### config.mk
export PLATFORM = sky130hd
export DESIGN_NAME = ffla_ctrl
export DESIGN_NICKNAME = d
export VERILOG_FILES = /design/src/hw/rtl/ffla_pkg.sv /design/src/hw/rtl/ffla_ctrl.sv
export SDC_FILE = /design/constraint.sdc
export NUM_CORES = 1
export LEC_CHECK = 0
export ABC_AREA = 1
export BUFFER_PORTS_ARGS = -buffer_cell sky130_fd_sc_hd__buf_2
export CORE_AREA = 2 2 39 41
export DETAILED_ROUTE_END_ITERATION = 12
export DIE_AREA = 0 0 41 43
export GPL_TIMING_DRIVEN = 0
export PLACE_DENSITY_LB_ADDON = 0.08
export SLEW_MARGIN = 15
export SYNTH_ARGS = -nofsm -noshare
export SYNTH_HDL_FRONTEND = slang
export SYNTH_SLANG_ARGS = --single-unit
### constraint.sdc
create_clock -name i_clk -period 1.3 [get_ports i_clk]
set_input_delay 0.065 -clock i_clk [delete_from_list [all_inputs] [get_ports i_clk]]
set_output_delay 0.065 -clock i_clk [all_outputs]
set_load 0.02 [all_outputs]
### src/hw/rtl/ffla_pkg.sv
// Shared types and constants for the frame free-list allocator.
// Used by the controller, the datapath, the top level and the checker.
package ffla_pkg;

    localparam int FRAME_W = 10;

    typedef enum logic [1:0] {
        CMD_ALLOC = 2'd0,
        CMD_FREE  = 2'd1,
        CMD_INIT  = 2'd2,
        CMD_NOP   = 2'd3
    } t_cmd;

    typedef enum logic {
        CFG_POOL_FIRST = 1'b0,
        CFG_POOL_LAST  = 1'b1
    } t_cfg_idx;

    // One entry of the next-link table.
    typedef struct packed {
        logic               valid;
        logic [FRAME_W-1:0] frame;
    } t_link;

    // Commands from the controller to the datapath.
    typedef struct packed {
        logic free_push;
        logic read_head;
        logic pop;
        logic clear_head;
        logic init_load;
        logic sweep;
        logic emit;
        logic fail;
    } t_ctrl_cmd;

    // Status from the datapath to the controller.
    typedef struct packed {
        logic head_valid;
        logic pool_empty;
        logic sweep_last;
    } t_dp_status;

endpackage

### src/hw/rtl/ffla_ctrl.sv
// Controller state machine of the frame free-list allocator.
// Depends on ffla_pkg; drives the datapath through t_ctrl_cmd.
module ffla_ctrl
    import ffla_pkg::*;
(
    input  logic       i_clk,
    input  logic       i_rst_n,
    input  logic       i_start,
    input  t_cmd       i_cmd,
    input  t_dp_status i_status,
    output t_ctrl_cmd  o_cmd,
    output logic       o_busy
);

    typedef enum logic [2:0] {
        S_IDLE  = 3'b001,
        S_POP   = 3'b010,
        S_SWEEP = 3'b100
    } t_state;

    t_state r_state;
    t_state n_state;

    always_ff @(posedge i_clk) begin
        if (!i_rst_n) begin
            r_state <= S_IDLE;
        end else begin
            r_state <= n_state;
        end
    end

    always_comb begin
        n_state = r_state;
        o_cmd   = '0;
        case (r_state)
            S_IDLE: begin
                if (i_start) begin
                    case (i_cmd)
                        CMD_ALLOC: begin
                            if (i_status.head_valid) begin
                                o_cmd.read_head = 1'b1;
                                n_state         = S_POP;
                            end else begin
                                o_cmd.emit = 1'b1;
                                o_cmd.fail = 1'b1;
                            end
                        end
                        CMD_FREE: begin
                            o_cmd.free_push = 1'b1;
                            o_cmd.emit      = 1'b1;
                        end
                        CMD_INIT: begin
                            if (i_status.pool_empty) begin
                                o_cmd.clear_head = 1'b1;
                                o_cmd.emit       = 1'b1;
                            end else begin
                                o_cmd.init_load = 1'b1;
                                n_state         = S_SWEEP;
                            end
                        end
                        default: begin
                            o_cmd.emit = 1'b1;
                        end
                    endcase
                end
            end
            S_POP: begin
                o_cmd.pop  = 1'b1;
                o_cmd.emit = 1'b1;
                n_state    = S_IDLE;
            end
            S_SWEEP: begin
                o_cmd.sweep = 1'b1;
                if (i_status.sweep_last) begin
                    o_cmd.emit = 1'b1;
                    n_state    = S_IDLE;
                end
            end
            default: begin
                n_state = S_IDLE;
            end
        endcase
    end

    assign o_busy = (r_state != S_IDLE);

endmodule

Yosys cells after proc, flatten, opt, wreduce, memory -nomap -nowiden. Index checks and enable logic that the tools add are counted.

Equality and inequality tests: 11. Multiplexer cells: 25. Reduce and logical (&&, ||, !) cells: 2.

Operator list (number): 2-bit two-way mux (7); 3-bit two-way mux (4); 3-bit case mux with 2 select lines (2); 1-bit two-way mux (10); 3-bit by 1-bit != test with 1-bit output (second input constant) (2); 3-bit != test (second input constant) (2); 5-bit AND reduction (1); 2-bit != test (second input constant) (2); 3-bit by 1-bit == test with 1-bit output (second input constant) (1); 3-bit by 2-bit == test with 1-bit output (second input constant) (1); 3-bit == test (second input constant) (1); 1-bit case mux with 3 select lines (1); 2-bit by 1-bit == test with 1-bit output (second input constant) (1); 2-bit == test (second input constant) (1); 2-bit zero test (1); 1-bit case mux with 2 select lines (1).

Bits in registers: 3. Input port bits: 8. Output and inout bits: 9.

Logic depth before layout (Yosys ltp).
Depth after elaboration: 4. Gate-level depth with buffers: 7. Depth with buffers taken out: 7.

Worst setup path after synthesis. No wires, ideal clock.

Kind: reg-to-output. Start: register r_state[0]. End: output port o_cmd[0] (netlist bit). Arrival time: 1.300 ns. Slack: -0.065 ns. Stages on the path, launching flop included: 5. Path buffers: 0. Cells stage by stage: dfxtp_1 -> nand2_2 -> nor2_4 -> nand2_4 -> nor4_1.

RTL lines: from (decl) (line ffla_ctrl.sv:21) `t_state r_state;`; from (signal assigned) (line ffla_ctrl.sv:28) `r_state <= n_state;`; to (decl) (line ffla_ctrl.sv:11) `output t_ctrl_cmd o_cmd,`.

==> results.md <==
* CTS tree: done
* Total Power at 0.000409 W
* Setup_tns at 0 ns
* Post-layout minimum cycle time at 1.30 ns
* Register area share after synthesis at 0.215
* Reg2Reg Depth at 7
* Multi-input gate area at 173 µm²
* CP Class: reg2out
* Clock sinks at 3
* Initial DRC Count at 2
* Largest regs: r_state: 3 flops
* Register Area at 65.1 µm²
* Yosys warning count at 0
* Cell area after synthesis at 279 µm²
* Top cells by area, synth: dfxtp_1 (22%), inv_1 (19%), nand3_1 (14%)
* Slowest cell on crit path: dfxtp_2
* Dpl cells at 79
* Area Growth Syn to Fin at 53.8%
* Fmax at 0.771 GHz
* Worst EP arrival at 1.23 ns
* Bufs on Longest Clock Path at 2
* Layout Cells excl Fill at 84
* Vias in the first global route at 271
* Critical path depth at 6
* Top cell type's share of synthesized area at 0.215
* DR WL/cell at 8.40 µm
* Net Count, Synth at 55
* Count leader, synth: inv_1
* Worst Hold Depth at 3
* Hold_buf cts at 0
* Router iterations before antenna repair at 2
* Gpl congestion at 0.621
* Initial Util at 0.202
* Yosys top cell by area: dfxtp_1
* Post-synthesis cell count at 47
* Final net count at 77
* Number of synthesized register bits at 3
* Via density at 4.04
* Fraction of layout cells with a size suffix above 1 at 0.456
* First-pass GRT wire length at 1.04 mm
* Final WL at 706 µm
* Largest fanout on the critical path at 5
* CP Capture Type: primary output
* CTS Buf Count at 3
* Port Buf Inserts at 16
* P per Cell Area at 953 nW/µm²
* Filler cells at 166
* Post-synth ARST share at 0
* Antenna-violating nets left at 0
* Initial antenna violation count at 0
* CP bufs+invs at 2
* EDFF count, synth at 0
* Depth of the CTS H-tree at 1
* Post-route DRC at 0
* MaxCap Viol Count at 0
* Die Area at 1760 µm²
* Leakage at 0.277 nW
* Worst slew margin at 0.857
* Placeable Area at 1380 µm²
* Status: finished clean
* Hold crit path type: in2reg
* Congestion Overflow GR at 0
* Largest net degree at the start of global routing at 6
* Largest register FFs at 3
* Die Wd at 41 µm
* Antenna cells at 0
* Via count at 339
* Max IR drop VDD at 0.000385 V
* Root Driver: clkbuf_4
* All-Layer GR Usage at 0.0913
* I/O pin total at 17
* Largest Register: r_state
* Commonest cells post-synth: inv_1 (14), nand3_1 (8), nand2_1 (6)
* CP max stage delay at 0.33 ns
* Worst EP required at 1.24 ns
* Syn avg cell area at 5.94 µm²
* Top delay family on crit path: simple AND/OR/NAND/NOR gates
* Cell Chain, Critical Path: inv_2 -> nand2_2 -> nor2_4 -> nand2_4 -> nor4_2 -> buf_2
* Clk_skew at 0.00323 ns
* Worst setup SP type: flip-flop
* Reg2reg setup slack at 0.26 ns
* Actual slew at the worst max-slew pin at 0.214 ns
* Fin crit share at 0.998
* Clock-pin slew on the worst setup and hold paths at 0.04 ns
* Top FF cell, synth: dfxtp_1
* Finish-stage setup viols at 0
* Row count at 14
* Unrepaired setup endpoints after global routing: yes
* Die H at 43 µm
* Clk Latency, worst-skew pair at 0.23 ns
* Distinct cell type count after synthesis at 14
* Hold Violations, Final at 0
* Final Max Slew Viols at 0
==> cell type report <==
class,instances,area share
multi-input combinational,30,0.402
inverter,14,0.122
clock buffer,4,0.0612
timing repair buffer,17,0.216
sequential,3,0.152
tap,16,0.0466
==> per-stage QoR <==
step                      instance area (µm²)  setup slack (ns)  utilization  hold slack (ns)
after detailed placement                  385             0.172        0.278            0.327
after CTS                                 417           -0.0106        0.301           0.0790
final                                     429           0.00277        0.310           0.0841
after global placement                    385             0.161        0.278            0.332
after floorplan                           285             0.100            -            0.182
after global routing                      429           -0.0494        0.310            0.111
==> metal layers <==
metal	track usage	wire [µm]	vias to the layer above
met5	0	0	-
met4	0.0600	0	0
met3	0.0314	38	0
met2	0.128	345	10
met1	0.112	322	145
li1	-	-	184
==> worst reg2reg max path, cell delays in order (launching register included) <==
cell     delay, ns
dfxtp_2       0.33
inv_2         0.05
nand2_2       0.05
nor2_4        0.14
buf_4         0.13
inv_1         0.04
a21oi_1       0.11
nand2_1       0.07
==> report_power, final <==
group          leakage (nW)  internal, W  switching (W)  total [W]
clock network        0.0150     0.000115      0.0000484   0.000163
logic                 0.237    0.0000552      0.0000828   0.000138
registers            0.0250    0.0000998     0.00000792   0.000108
==> cell families after synthesis <==
kind of cell / count (synthesis) / synth area share
AO/OA/AOI/OAI: 1 / 0.0179
buffers and inverters: 14 / 0.188
flip-flops: 3 / 0.215
AND/OR/NAND/NOR: 29 / 0.578
==> cell usage in the layout, fill, tap and decap left out <==
cell type and count:
nor2_1 4, nor4_2 1, a21oi_1 1, nand2_2 1, nand3_1 8, clkbuf_4 3, nand4_1 1, buf_4 3
or2_4 1, nand2_4 1, nor2_4 2, dfxtp_2 1, nand2_1 6, buf_2 14, inv_2 1, nor2_2 2
dfxtp_1 1, clkbuf_1 1, inv_1 13, nor3_1 2, dfxtp_4 1
==> path summary, 6_finish.rpt <==
| path | start | end |
|---|---|---|
| hold reg to reg | r_state[0]$_SDFFE_PN1P_ | r_state[0]$_SDFFE_PN1P_ |
| setup reg to reg | r_state[1]$_SDFFE_PN0P_ | r_state[0]$_SDFFE_PN1P_ |
| hold / removal | i_rst_n | r_state[2]$_SDFFE_PN0P_ |
| setup / recovery | r_state[1]$_SDFFE_PN0P_ | o_cmd[0] |
==> what timing repair did <==
item / CTS / global route
gates cloned: 0 / 0
gates resized for setup: 4 / 2
endpoints found under the setup margin: 5 / 4
buffers inserted: 0 / 1
Power figures use the tool's default switching activity.
